--- config.mk ---
export PLATFORM = sky130hd
export DESIGN_NAME = video_tag_header_parser
export DESIGN_NICKNAME = d
export VERILOG_FILES = /design/src/rtl/core/vthp_pkg.sv /design/src/rtl/core/video_tag_header_parser.sv
export SDC_FILE = /design/constraint.sdc
export NUM_CORES = 1
export LEC_CHECK = 0
export BUFFER_PORTS_ARGS = -buffer_cell sky130_fd_sc_hd__buf_2
export CAP_MARGIN = 20
export CORE_MARGIN = 10
export CORE_UTILIZATION = 59
export CTS_CLUSTER_DIAMETER = 50
export CTS_CLUSTER_SIZE = 24
export DETAILED_ROUTE_END_ITERATION = 12
export PLACE_DENSITY = 0.92
export SYNTH_ARGS = -nofsm -noshare
export SYNTH_HDL_FRONTEND = slang
export SYNTH_SLANG_ARGS = --single-unit
export TNS_END_PERCENT = 50
--- constraint.sdc ---
create_clock -name clk -period 10.7 [get_ports clk]
set_clock_uncertainty 0.2 [all_clocks]
set_input_delay 1.07 -clock clk [delete_from_list [all_inputs] [get_ports clk]]
set_output_delay 1.07 -clock clk [all_outputs]
set_load 0.02 [all_outputs]
--- src/rtl/core/vthp_pkg.sv ---
// ----------------------------------------------------------------------------
// vthp_pkg
// Types and constants shared by the video tag header parser.
// ----------------------------------------------------------------------------
package vthp_pkg;

	// one byte of a video tag, with its end-of-tag mark
	typedef struct packed {
		logic [7:0] data_byte;
		logic       last_byte;
	} tag_byte_t;

	// one parsed header
	typedef struct packed {
		logic               is_extended;
		logic [3:0]         frame_kind;
		logic [3:0]         pkt_kind;
		logic [31:0]        four_cc;
		logic signed [23:0] cts_offset;
		logic [3:0]         header_length;
		logic               status;
	} hdr_result_t;

	// status codes
	localparam logic STATUS_OK    = 1'b0;
	localparam logic STATUS_TRUNC = 1'b1;

	// header lengths
	localparam logic [3:0] HLEN_NONE   = 4'd0;
	localparam logic [3:0] HLEN_LEGACY = 4'd1;
	localparam logic [3:0] HLEN_FOURCC = 4'd5;
	localparam logic [3:0] HLEN_CTIME  = 4'd8;

	// byte positions inside the header
	localparam logic [2:0] POS_FIRST    = 3'd0;
	localparam logic [2:0] POS_CC_FIRST = 3'd1;
	localparam logic [2:0] POS_CC_LAST  = 3'd4;
	localparam logic [2:0] POS_CT_FIRST = 3'd5;
	localparam logic [2:0] POS_CT_MID   = 3'd6;

	// codec tags that carry a composition time
	localparam logic [31:0] FOURCC_AVC1 = 32'h6176_6331;
	localparam logic [31:0] FOURCC_HVC1 = 32'h6876_6331;

	// reset value of the coded-frames packet type register
	localparam logic [3:0] CODED_FRAMES_RESET = 4'd1;

endpackage

--- src/rtl/core/video_tag_header_parser.sv ---
// ----------------------------------------------------------------------------
// video_tag_header_parser
// Parses legacy and extended video tag headers from a byte stream.
// ----------------------------------------------------------------------------
// Takes one tag byte per cycle on the byte channel and gives one header word
// per tag on the hdr channel, taken from the byte that completes the
// header (or ends the tag early): the byte is registered, then a single
// parse stage updates the header state and loads the result register. The
// parse stage handles one byte every cycle, so a tag streams at one byte per
// cycle with no gaps between tags; the byte channel stalls only when a
// finished header is held by the hdr channel. Payload bytes after a complete
// header are dropped up to the last byte of the tag. The coded-frames packet
// type is set through the cfg channel, which always accepts.
module video_tag_header_parser
	import vthp_pkg::*;
(
	input  logic        clk,
	input  logic        arst_n,
	// byte channel
	input  logic        byte_valid,
	output logic        byte_stall,
	input  tag_byte_t   byte_data,
	// header channel
	output logic        hdr_valid,
	input  logic        hdr_stall,
	output hdr_result_t hdr_data,
	// configuration
	input  logic        cfg_valid,
	output logic        cfg_ready,
	input  logic [3:0]  cfg_data
);

	logic        byte_valid_s1;
	tag_byte_t   byte_s1;
	logic        hdr_valid_s2;
	hdr_result_t hdr_s2;

	logic [3:0]  coded_type_q;
	logic [2:0]  pos_q, pos_n;
	logic [7:0]  first_byte_q, first_byte_n;
	logic [31:0] code_word_q, code_word_n;
	logic [15:0] time_hi_q, time_hi_n;
	logic        skip_q, skip_n;

	logic        advance;
	logic        byte_accept;
	logic        res_valid;
	hdr_result_t res;
	logic [7:0]  fb;

	// pipeline control
	assign advance     = !hdr_valid_s2 || !hdr_stall;
	assign byte_stall  = byte_valid_s1 && !advance;
	assign byte_accept = byte_valid && !byte_stall;
	assign cfg_ready   = 1'b1;
	assign hdr_valid   = hdr_valid_s2;
	assign hdr_data    = hdr_s2;

	// configuration register
	always_ff @(posedge clk or negedge arst_n) begin
		if (!arst_n) begin
			coded_type_q <= CODED_FRAMES_RESET;
		end else if (cfg_valid && cfg_ready) begin
			coded_type_q <= cfg_data;
		end
	end

	// input register
	always_ff @(posedge clk or negedge arst_n) begin
		if (!arst_n) begin
			byte_valid_s1 <= 1'b0;
		end else if (byte_accept) begin
			byte_valid_s1 <= 1'b1;
		end else if (advance) begin
			byte_valid_s1 <= 1'b0;
		end
	end

	always_ff @(posedge clk) begin
		if (byte_accept) begin
			byte_s1 <= byte_data;
		end
	end

	// parse one byte against the header state
	always_comb begin
		logic done;
		done         = 1'b0;
		res_valid    = 1'b0;
		pos_n        = pos_q;
		first_byte_n = first_byte_q;
		code_word_n  = code_word_q;
		time_hi_n    = time_hi_q;
		skip_n       = skip_q;

		fb = (pos_q == POS_FIRST) ? byte_s1.data_byte : first_byte_q;
		res.is_extended   = fb[7];
		res.frame_kind    = fb[7] ? {1'b0, fb[6:4]} : fb[7:4];
		res.pkt_kind      = fb[7] ? fb[3:0] : 4'd0;
		res.four_cc       = '0;
		res.cts_offset    = '0;
		res.header_length = HLEN_NONE;
		res.status        = STATUS_TRUNC;

		if (skip_q) begin
			// payload bytes up to the end of the tag
			if (byte_s1.last_byte) begin
				skip_n = 1'b0;
				pos_n  = POS_FIRST;
			end
		end else if (pos_q == POS_FIRST) begin
			first_byte_n = byte_s1.data_byte;
			code_word_n  = '0;
			time_hi_n    = '0;
			if (!byte_s1.data_byte[7]) begin
				res.header_length = HLEN_LEGACY;
				res.status        = STATUS_OK;
				done              = 1'b1;
			end else if (byte_s1.last_byte) begin
				done = 1'b1;
			end else begin
				pos_n = POS_CC_FIRST;
			end
		end else if (pos_q <= POS_CC_LAST) begin
			code_word_n = {code_word_q[23:0], byte_s1.data_byte};
			if (pos_q != POS_CC_LAST) begin
				if (byte_s1.last_byte) begin
					done = 1'b1;
				end else begin
					pos_n = pos_q + 3'd1;
				end
			end else begin
				// fourcc complete
				res.four_cc       = code_word_n;
				res.header_length = HLEN_FOURCC;
				if ((first_byte_q[3:0] == coded_type_q) &&
				    (code_word_n inside {FOURCC_AVC1, FOURCC_HVC1})) begin
					if (byte_s1.last_byte) begin
						done = 1'b1;
					end else begin
						pos_n = POS_CT_FIRST;
					end
				end else begin
					res.status = STATUS_OK;
					done       = 1'b1;
				end
			end
		end else if (pos_q <= POS_CT_MID) begin
			time_hi_n         = {time_hi_q[7:0], byte_s1.data_byte};
			res.four_cc       = code_word_q;
			res.header_length = HLEN_FOURCC;
			if (byte_s1.last_byte) begin
				done = 1'b1;
			end else begin
				pos_n = pos_q + 3'd1;
			end
		end else begin
			// last composition time byte
			res.four_cc       = code_word_q;
			res.cts_offset    = {time_hi_q, byte_s1.data_byte};
			res.header_length = HLEN_CTIME;
			res.status        = STATUS_OK;
			done              = 1'b1;
		end

		if (done) begin
			res_valid = 1'b1;
			pos_n     = POS_FIRST;
			skip_n    = !byte_s1.last_byte;
		end
	end

	// header state
	always_ff @(posedge clk or negedge arst_n) begin
		if (!arst_n) begin
			pos_q        <= POS_FIRST;
			first_byte_q <= '0;
			code_word_q  <= '0;
			time_hi_q    <= '0;
			skip_q       <= 1'b0;
		end else if (byte_valid_s1 && advance) begin
			pos_q        <= pos_n;
			first_byte_q <= first_byte_n;
			code_word_q  <= code_word_n;
			time_hi_q    <= time_hi_n;
			skip_q       <= skip_n;
		end
	end

	// result register
	always_ff @(posedge clk or negedge arst_n) begin
		if (!arst_n) begin
			hdr_valid_s2 <= 1'b0;
		end else if (advance) begin
			hdr_valid_s2 <= byte_valid_s1 && res_valid;
		end
	end

	always_ff @(posedge clk) begin
		if (byte_valid_s1 && advance && res_valid) begin
			hdr_s2 <= res;
		end
	end

	// checks
	a_skip_at_start: assert property (@(posedge clk) disable iff (!arst_n)
		skip_q |-> (pos_q == POS_FIRST))
		else $error("skipping payload away from the start of a tag");

	a_stall_needs_byte: assert property (@(posedge clk) disable iff (!arst_n)
		byte_stall |-> (byte_valid_s1 && hdr_valid_s2))
		else $error("byte channel stalled with nothing held");

	a_legacy_result: assert property (@(posedge clk) disable iff (!arst_n)
		(hdr_valid && !hdr_data.is_extended) |->
		(hdr_data.header_length == HLEN_LEGACY && hdr_data.pkt_kind == 4'd0 &&
		 hdr_data.status == STATUS_OK))
		else $error("malformed legacy header result");

	a_trunc_length: assert property (@(posedge clk) disable iff (!arst_n)
		(hdr_valid && hdr_data.status == STATUS_TRUNC) |->
		((hdr_data.header_length == HLEN_NONE ||
		  hdr_data.header_length == HLEN_FOURCC) &&
		 hdr_data.cts_offset == 24'sd0))
		else $error("truncated result with bad length or time");

	a_result_holds: assert property (@(posedge clk) disable iff (!arst_n)
		(hdr_valid && hdr_stall) |=> (hdr_valid && $stable(hdr_data) &&
		 !(byte_valid_s1 && $past(byte_valid_s1) && pos_q != $past(pos_q))))
		else $error("parse state moved while result held");

endmodule
Word level (Yosys, flattened, before mapping)
Cells that the tools add are included.
- reductions and logical operators: 24
- order comparisons: 2
- bitwise gates (word level): 1
- eq/ne operators: 10
- add/sub/neg operators: 1
- multiplexer cells: 41
- operator list (kind ; number):
    two-way mux 32 bit ; 4
    == test 32 x 31 -> 1 bit (second input constant) ; 2
    two-way mux 16 bit ; 3
    two-way mux 3 bit ; 12
    two-way mux 1 bit ; 16
    two-way mux 5 bit ; 2
    two-way mux 4 bit ; 2
    two-way mux 8 bit ; 1
    != test 4 x 3 -> 1 bit (second input constant) ; 2
    nonzero test 2 bit ; 4
    AND reduction 7 bit ; 1
    less-or-equal comparator 3 bit (second input constant) ; 2
    logical AND 1 bit ; 6
    != test 6 x 3 -> 1 bit (second input constant) ; 1
    zero test 1 bit ; 5
    != test 5 x 3 -> 1 bit (second input constant) ; 1
    nonzero test 5 bit ; 1
    == test 4 bit ; 1
    AND reduction 4 bit ; 1
    OR reduction 4 bit ; 1
    adder 3 x 1 -> 3 bit (second input constant) ; 1
    zero test 3 bit ; 1
    != test 3 x 2 -> 1 bit (second input constant) ; 1
    != test 3 bit (second input constant) ; 1
    other kinds (7) ; 7
- logic and storage cells: 96
- output and inout port bits: 73
- flip-flop bits (word level): 144
- bits of input ports: 18

Longest topological paths before layout
Gate-level depths: netlist of the first run.
- word-level depth: 10
- gate-level depth with buffers: 11

Worst setup path after synthesis of the first run
No wires, ideal clock.
- path kind: register to register
- start point: reg pos_q[0]
- end point: reg hdr_s2 (netlist bit hdr_data[0]) (enable)
- slack: 6.728 ns
- data required time: 10.068 ns
- arrival: 3.340 ns
- stages on the path, launching flop included: 11
- cells stage by stage: dfrtp_1 inv_1 ha_1 inv_1 ha_1 buf_6 nor2b_1 clkbuf_1 o21ai_0 nor2_2 o21a_1
- cells in the longest elaborated chain, start to end: 7
- elaborated cells on any way between the ends: 11
- ends and longest elaborated chain (item ; RTL line ; text):
    start, declared ; video_tag_header_parser.sv:39 ; logic [2:0] pos_q, pos_n;
    start signal, assigned ; video_tag_header_parser.sv:182 ; pos_q <= pos_n;
    less-or-equal comparator 3 bit or != test 3 bit (tied branches) ; video_tag_header_parser.sv:148, video_tag_header_parser.sv:126 ;
    two-way mux 1 bit (on tied branches) ; video_tag_header_parser.sv:148, video_tag_header_parser.sv:126 ;
    two-way mux 1 bit ; video_tag_header_parser.sv:124 ; end else if (pos_q <= POS_CC_LAST) begin
    two-way mux 1 bit * ; video_tag_header_parser.sv:111 ; end else if (pos_q == POS_FIRST) begin
    two-way mux 1 bit * ; video_tag_header_parser.sv:105 ; if (skip_q) begin
    two-way mux 1 bit * ; video_tag_header_parser.sv:166 ; if (done) begin
    logical AND 1 bit * ; video_tag_header_parser.sv:200 ; if (byte_valid_s1 && advance && res_valid) begin
    end signal, assigned ; video_tag_header_parser.sv:201 ; hdr_s2 <= res;
    end, declared ; video_tag_header_parser.sv:36 ; hdr_result_t hdr_s2;
Mark *: on every way between the ends. The rest lies on a longest branch, timed or not.
A chain may end at the register's enable or synchronous reset.

Worst setup path in the final report of the first run
- start point: reg pos_q[1]
- end point: reg hdr_s2 (netlist bit hdr_data[3]) (enable)
The elaborated chain is that of the path after synthesis.

==> metrics.cfg, run 1 <==
[critical_path]
critical_path_end = hdr_data[3]
worstSetupStartpointType = register
worstPathBufferInverterCount = 4
r2r_cells = 11
worstSetupEndpointType = register
setup.worst_path.start = pos_q[1]
crit_fanout = 69
crit_arrival_ns = 3.96
ff_to_ff_setup_slack_ns = 6.72
worstReg2RegStart = pos_q[1]
rr_endpoint = hdr_data[3]
cell_by_cell_trace_of_the_critical_path = inv_1 -> ha_1 -> inv_1 -> ha_1 -> buf_16 -> a41o_1 -> or4_4 -> nor4_4 -> nor2_2 -> o21a_2 -> buf_4
timing.critical_path.required_ns = 10.68
critical_path.top_delay_family = buffers and inverters
critPathSlowestCell = sky130_fd_sc_hd__or4_4
worst-setup-path-type = register to register
critPathMaxStageDelay_ns = 0.51
crit_cells = 11

[routing]
drt-total-wl_mm = 13.9
post_detailed_route_via_to_cell_ratio = 5.83
antenna_left = 0
wire_per_inst_um = 18.9
remaining_drc_errors = 0
drt_iter0_drc = 516
drt_first_pass_iters = 6
num_vias = 4300

[cells_and_area]
final_cell_mix = sky130_fd_sc_hd__buf_2, sky130_fd_sc_hd__edfxtp_1, sky130_fd_sc_hd__dfrtp_1
nNetsFinal = 613
most_common_cell_after_layout_fill_and_taps_aside = sky130_fd_sc_hd__buf_2
antenna-diode-count = 0
fillCellCount = 654
layout-drive-gt1-share = 0.246
finish.utilization = 0.716
final_area_um2 = 7320
flow.area_growth_from_synthesis_pct = 18.9
multiInputGateArea_um2 = 1980
finish.cell_count_without_fillers = 738
regArea_um2 = 3970

[placed_design]
place.gp.congestion = 0.873
dp.cells = 706
placement.io_buffers = 87
dp_hpwl_mm = 8.96
placed_area_um2 = 6710

[cts]
cts_tree = yes
cts.clk_slew.worst_paths_ns = 0.06
cts_root_buf = sky130_fd_sc_hd__clkbuf_8
number_of_buffers_inserted_during_clock_tree_synthesis = 17
number_of_buffers_inserted_to_repair_setup_after_cts = 0
cts_htree_levels = 4
cts_sinks = 143
cts_hold_repair.buffers = 0
clock_tree.buffer_depth = 2
worst_skew_pair.late_latency_ns = 0.54
postCtsResizedCells = 0

[run_status]
status = finished clean

[pwr]
vdd_ir_drop_max_mv = 0.171
post-layout-total-power_mw = 1.89
leakagePower_nw = 2.91
cellPowerDensity_nw_per_um2 = 258

[sta]
fin_setup_tns_ns = 0
slew-limit-headroom = 0.376
final-setup-viol-count = 0
timing.final.max_slew_violations = 0
fmax_mhz = 251
min_period_ns = 3.98
worst-slew-pin-transition_ns = 0.936
hold_violations = 0
rsz0062_at_grt = no
period_share = 0.372

[yosys]
synthArstFlopShare = 0.462
ys_seq_area_frac = 0.644
postSynth.topFlopCell = sky130_fd_sc_hd__edfxtp_1
synth_enable_flop_cells = 77
synthCells = 510
post_synth.cell_area_avg_um2 = 12.1
synth.ff_latch_count = 143
synth.cell_area_um2 = 6160
ys_warn_count = 0
synth.lib_cells_used.distinct = 49

[die]
die_height_um = 122
placement_rows = 37
core_area_um2 = 10200
chipWidth_um = 122
floorplan.initialDensity = 0.602
design.portCount = 91
fp.dieArea_um2 = 14900

[global_routing]
grt_max_degree = 70
global_route_wire_length_before_repair_mm = 22.6
antenna_found_initial = 0
congestion_overflow_gr = 0
vias_in_the_first_global_route = 4366
grt.total_usage = 0.195

[job]
maxCapViolations = 0

[min_path]
holdCritPathClass = register to register

[power breakdown]
| group | internal, mW | switching, mW |
|---|---|---|
| clock network | 0.400 | 0.216 |
| logic | 0.156 | 0.311 |
| registers | 0.724 | 0.0799 |
[per-stage QoR]
step | setup slack, ns | hold slack (ns)
3_3_place_gp | 6.80 | 0.265
2_1_floorplan | 6.73 | 0.251
3_5_place_dp | 6.84 | 0.272
6_report | 6.72 | 0.291
5_1_grt | 6.51 | 0.333
4_1_cts | 6.78 | 0.290
[synthesized netlist by cell type (2+ instances only)]
cell type	instances	area, um2
sky130_fd_sc_hd__and2_1	9	56.3
sky130_fd_sc_hd__nand3_1	3	15.0
sky130_fd_sc_hd__buf_4	3	22.5
sky130_fd_sc_hd__nand4_1	4	25.0
sky130_fd_sc_hd__xor2_1	2	17.5
sky130_fd_sc_hd__a22oi_1	32	240
sky130_fd_sc_hd__nand3b_1	8	60.1
sky130_fd_sc_hd__xnor2_1	4	35.0
sky130_fd_sc_hd__dfrtp_1	65	1630
sky130_fd_sc_hd__conb_1	2	7.51
sky130_fd_sc_hd__edfxtp_1	77	2310
sky130_fd_sc_hd__and4bb_1	3	37.5
sky130_fd_sc_hd__nand2_1	40	150
sky130_fd_sc_hd__nand2b_1	33	206
sky130_fd_sc_hd__mux2_2	15	169
sky130_fd_sc_hd__ha_1	6	75.1
sky130_fd_sc_hd__o21ai_0	42	210
sky130_fd_sc_hd__clkbuf_1	31	116
sky130_fd_sc_hd__nor2_1	44	165
sky130_fd_sc_hd__nor2b_1	2	12.5
sky130_fd_sc_hd__or3_1	3	18.8
sky130_fd_sc_hd__inv_1	22	82.6
sky130_fd_sc_hd__mux2i_1	13	130
sky130_fd_sc_hd__a21oi_1	2	10.0
sky130_fd_sc_hd__nor3_1	18	90.1
sky130_fd_sc_hd__o21a_1	2	15.0
sky130_fd_sc_hd__or4_4	2	22.5
sky130_fd_sc_hd__a31oi_1	2	12.5
[state kept, by name, summed over array words and instances (netlist names)]
register	flops
coded_type_q	4
byte_valid_s1	1
skip_q	1
pos_q	3
first_byte_q	8
byte_s1	9
hdr_data	68
time_hi_q	16
hdr_valid	1
code_word_q	32
[layout make-up]
class | instances | share of cell area
clock buffers | 20 | 0.0581
well taps | 136 | 0.0232
multi-input cells | 311 | 0.270
clock inverters | 12 | 0.0265
repair buffers | 94 | 0.0694
flip-flops and latches | 143 | 0.541
inverters | 22 | 0.0113
[worst min path at each step]
stage / slack [ns] / end / from / depth (start not counted)
after floorplan: 0.25 / code_word_q[24] / code_word_q[24] / 2
after global placement: 0.27 / code_word_q[24] / code_word_q[24] / 2
after detailed placement: 0.27 / code_word_q[24] / code_word_q[24] / 2
after CTS: 0.29 / code_word_q[25] / code_word_q[25] / 2
after global routing: 0.33 / first_byte_q[4] / first_byte_q[4] / 1
final: 0.29 / code_word_q[25] / code_word_q[25] / 2
[routing by layer]
metal,vias to the layer above,GRT usage,part of all wire
li1,1966,-,-
met1,2056,0.239,0.38
met2,228,0.305,0.48
met3,50,0.0606,0.093
met4,0,0.102,0.041
met5,-,0,0
[cells by family (layout without fill, tap and decap cells)]
logic type,Yosys count,in the layout,share of synthesized area
simple gates,179,179,0.156
flops,143,143,0.644
compound gates,89,89,0.0924
buf+inv,57,148,0.0378
mux,28,28,0.0485
fa+ha+maj,6,6,0.0122
xor+xnor,6,6,0.00853
other cells,2,3,0.00122
[tightest hold or removal path, delay by kind of cell (launching register included)]
family / cells / cell delay (ns)
DFF: 1 / 0.35
and+or+nand+nor: 1 / 0.05
AOI/OAI and AO/OA: 1 / 0.06
Note: power is estimated with default switching activity, not from simulation.
==> run 2: changes to the inputs <==
--- a/config.mk
+++ b/config.mk
@@ -5,14 +5,15 @@
 export SDC_FILE = /design/constraint.sdc
 export NUM_CORES = 1
 export LEC_CHECK = 0
+export ABC_AREA = 1
 export BUFFER_PORTS_ARGS = -buffer_cell sky130_fd_sc_hd__buf_2
 export CAP_MARGIN = 20
 export CORE_MARGIN = 10
-export CORE_UTILIZATION = 59
+export CORE_UTILIZATION = 57
 export CTS_CLUSTER_DIAMETER = 50
 export CTS_CLUSTER_SIZE = 24
 export DETAILED_ROUTE_END_ITERATION = 12
-export PLACE_DENSITY = 0.92
+export PLACE_DENSITY = 0.9
 export SYNTH_ARGS = -nofsm -noshare
 export SYNTH_HDL_FRONTEND = slang
 export SYNTH_SLANG_ARGS = --single-unit
==> constraint.sdc (replaced) <==
create_clock -name clk -period 3.8 [get_ports clk]
set_clock_uncertainty 0.2 [all_clocks]
set_input_delay 0.38 -clock clk [delete_from_list [all_inputs] [get_ports clk]]
set_output_delay 0.38 -clock clk [all_outputs]
set_load 0.02 [all_outputs]
==> run 2 against run 1 <==
Sequential power rose to 2.9 times the previous value. Clock-buffer cell count rose by 1. Cell count rose by 19%. Die area rose by 3.1%. Total power rose to 2.8 times the previous value. Largest cell class unchanged.
==> metrics.cfg, run 2 <==
[sta]
fin_hold_ws_ns = 0.153  ; -0.139 ns
final-setup-viol-count = 0  ; unchanged
rsz0062_at_grt = no
worst-slew-pin-transition_ns = 0.879  ; -0.0564 ns
min_period_ns = 2.79  ; -1.19 ns
fmax_mhz = 358  ; +43%
hold_violations = 0  ; unchanged
fin_setup_tns_ns = 0  ; unchanged
period_share = 0.734  ; +0.362
slew-limit-headroom = 0.412  ; +0.0362
timing.final.max_slew_violations = 0  ; unchanged

[routing]
antenna_left = 0  ; unchanged
drt_first_pass_iters = 7  ; +1
wire_per_inst_um = 16.9  ; -10%
drt_iter0_drc = 459  ; -11%
remaining_drc_errors = 0  ; unchanged
num_vias = 4890  ; +14%
post_detailed_route_via_to_cell_ratio = 5.56  ; -4.6%
drt-total-wl_mm = 14.9  ; +6.9%

[global_routing]
grt.total_usage = 0.204  ; +0.00923
grt_max_degree = 64  ; -8.6%
congestion_overflow_gr = 0  ; unchanged
global_route_wire_length_before_repair_mm = 24.3  ; +7.4%
antenna_found_initial = 0  ; unchanged
vias_in_the_first_global_route = 4749  ; +8.8%

[die]
chipWidth_um = 124  ; +1.5%
core_area_um2 = 10400  ; +1.8%
floorplan.initialDensity = 0.592  ; -0.00974
placement_rows = 37  ; unchanged
design.portCount = 91  ; unchanged
die_height_um = 124  ; +1.5%
fp.dieArea_um2 = 15400  ; +3.1%

[pwr]
part_of_the_total_power_dissipated_in_sequential_elements = 0.442  ; +0.016
vdd_ir_drop_max_mv = 0.383  ; +120%
netSwitchingPower_mw = 1.83  ; +200%
clock_group_share_of_total_power = 0.300  ; -0.027
cellPowerDensity_nw_per_um2 = 694  ; +170%
intPower_mw = 3.37  ; +160%
pwr-share-comb = 0.259  ; +0.012
p_sw_frac = 0.352  ; +0.0307
leakagePower_nw = 3.24  ; +11%
post-layout-total-power_mw = 5.20  ; +180%

[yosys]
synth.cell_area_um2 = 6170  ; +0.16%
ys_seq_area_frac = 0.643  ; -0.00104
ys_warn_count = 0  ; unchanged
ranking_of_synthesized_cells_by_instance_count = sky130_fd_sc_hd__nand2_1, sky130_fd_sc_hd__edfxtp_1, sky130_fd_sc_hd__dfrtp_1
synthArstFlopShare = 0.462  ; unchanged
synth.ff_latch_count = 143  ; unchanged
post_synth.cell_area_avg_um2 = 9.86  ; -18%
synth.most_common_cell = sky130_fd_sc_hd__nand2_1
postSynth.topFlopCell = sky130_fd_sc_hd__edfxtp_1
synthDominantCellAreaShare = 0.375  ; -0.000609
yosys-top-cells-area = sky130_fd_sc_hd__edfxtp_1, sky130_fd_sc_hd__dfrtp_1, sky130_fd_sc_hd__nand2_1
synthCells = 626  ; +23%
synth_enable_flop_cells = 77  ; unchanged
synthDominantAreaCellType = sky130_fd_sc_hd__edfxtp_1
synth.lib_cells_used.distinct = 28  ; -43%

[critical_path]
ff_to_ff_setup_slack_ns = 1.01  ; -5.71 ns
critPathMaxStageDelay_ns = 0.41  ; -0.10 ns
worstReg2RegStart = pos_q[0]
setup.worst_path.start = pos_q[0]
cell_by_cell_trace_of_the_critical_path = inv_1 -> ha_1 -> ha_1 -> buf_4 -> nor2_1 -> nand2_2 -> nand2_2 -> nand2_2 -> nand2_4 -> nor2_4 -> buf_12
worst-setup-path-type = register to register
critical_path.top_delay_family = buffers and inverters
worstSetupStartpointType = register
critical_path.most_common_cell = sky130_fd_sc_hd__nand2_2
critPathSlowestCell = sky130_fd_sc_hd__dfrtp_1
crit_fanout = 63  ; -8.7%
worstPathBufferInverterCount = 3  ; -1
timing.critical_path.required_ns = 3.80  ; -6.88 ns
crit_arrival_ns = 2.79  ; -1.17 ns
r2r_cells = 11  ; unchanged
crit_cells = 11  ; unchanged
worstSetupEndpointType = register

[run_status]
status = finished clean

[cells_and_area]
final_cell_mix = sky130_fd_sc_hd__nand2_1, sky130_fd_sc_hd__buf_2, sky130_fd_sc_hd__edfxtp_1
most_common_cell_after_layout_fill_and_taps_aside = sky130_fd_sc_hd__nand2_1
nNetsFinal = 755  ; +23%
largest_register_ff_count = 68  ; unchanged
flow.area_growth_from_synthesis_pct = 21.4
antenna-diode-count = 0  ; unchanged
layout-drive-gt1-share = 0.199  ; -0.0469

[cts]
number_of_buffers_inserted_during_clock_tree_synthesis = 17  ; unchanged
postCtsResizedCells = 0  ; unchanged
cts_root_buf = sky130_fd_sc_hd__clkbuf_8
cts_sinks = 143  ; unchanged
number_of_buffers_inserted_to_repair_setup_after_cts = 0  ; unchanged
cts.clk_slew.worst_paths_ns = 0.06  ; about the same
clock_tree.buffer_depth = 2  ; unchanged
cts_hold_repair.buffers = 23  ; +23
worst_skew_pair.late_latency_ns = 0.53  ; about the same
cts_htree_levels = 4  ; unchanged
cts_tree = yes

[placed_design]
place.gp.congestion = 0.857  ; -1.8%
dp_hpwl_mm = 9.38  ; +4.6%
placement.io_buffers = 87  ; unchanged

[min_path]
holdCritPathClass = input port to asynchronous set/reset pin

[job]
maxCapViolations = 0  ; unchanged

run 2: cell types whose count changed after synthesis, moves of 9 or more:
cell / before / now
sky130_fd_sc_hd__a22oi_1: 32 / 0
sky130_fd_sc_hd__nor3_1: 18 / 0
sky130_fd_sc_hd__mux2_2: 15 / 1
sky130_fd_sc_hd__inv_2: 0 / 10
sky130_fd_sc_hd__mux2i_1: 13 / 0
sky130_fd_sc_hd__a21oi_1: 2 / 37
sky130_fd_sc_hd__nand2b_1: 33 / 0
sky130_fd_sc_hd__inv_1: 22 / 49
sky130_fd_sc_hd__nor2_1: 44 / 61
sky130_fd_sc_hd__and2_1: 9 / 0
sky130_fd_sc_hd__clkbuf_1: 31 / 21
sky130_fd_sc_hd__nand2_1: 40 / 157
sky130_fd_sc_hd__nand3_1: 3 / 36
sky130_fd_sc_hd__o21ai_0: 42 / 55
run 2: cell families after synthesis:
logic type	synth area share
other	0.00122
AOI/OAI and AO/OA	0.0839
adders and majority gates	0.0122
buffers and inverters	0.0622
and+or+nand+nor	0.182
muxes	0.0146
xor gates and xnor gates	0.00142
DFF	0.643
run 2: metal layers:
metal / GRT usage / up-vias / part of all wire
li1: - / 2248 / -
met1: 0.239 / 2267 / 0.36
met2: 0.336 / 333 / 0.50
met3: 0.0692 / 42 / 0.12
met4: 0.0871 / 0 / 0.028
met5: 0 / - / 0
run 2: layout make-up:
class                           count  area [um2]
Fill cell                         659        2930
Tap cell                          136         170
Multi-Input combinational cell    390        1830
Sequential cell                   143        3970
Clock buffer                       21         439
Inverter                           62         233
Timing Repair Buffer              117         731
Clock inverter                     11         119
run 2: per-stage QoR:
step	setup WS, ns	instances	util	cell area (um2)
after floorplan	0.536	627	-	6180
after global placement	1.17	825	0.643	6700
after detailed placement	1.06	825	0.643	6700
after CTS	1.04	880	0.719	7490
after global routing	0.806	880	0.719	7490
final	1.01	880	0.719	7490
run 2: power groups by stage:
| stage | logic [mW] | clock network, mW | registers (mW) |
|---|---|---|---|
| floorplan | 0.709 | 0 | 2.47 |
| global placement | 1.25 | 0 | 2.29 |
| detailed placement | 1.30 | 0 | 2.30 |
| CTS | 1.34 | 1.57 | 2.29 |
| global route | 1.48 | 1.65 | 2.33 |
| finish | 1.34 | 1.56 | 2.30 |
run 2: worst paths after layout:
| kind | end |
|---|---|
| min reg2reg | first_byte_q[7] |
| min | time_hi_q[8] |
| max | hdr_data[55] |
| max in group asynchronous | code_word_q[27] |
| min in group clk | first_byte_q[7] |
| max reg2reg | hdr_data[55] |
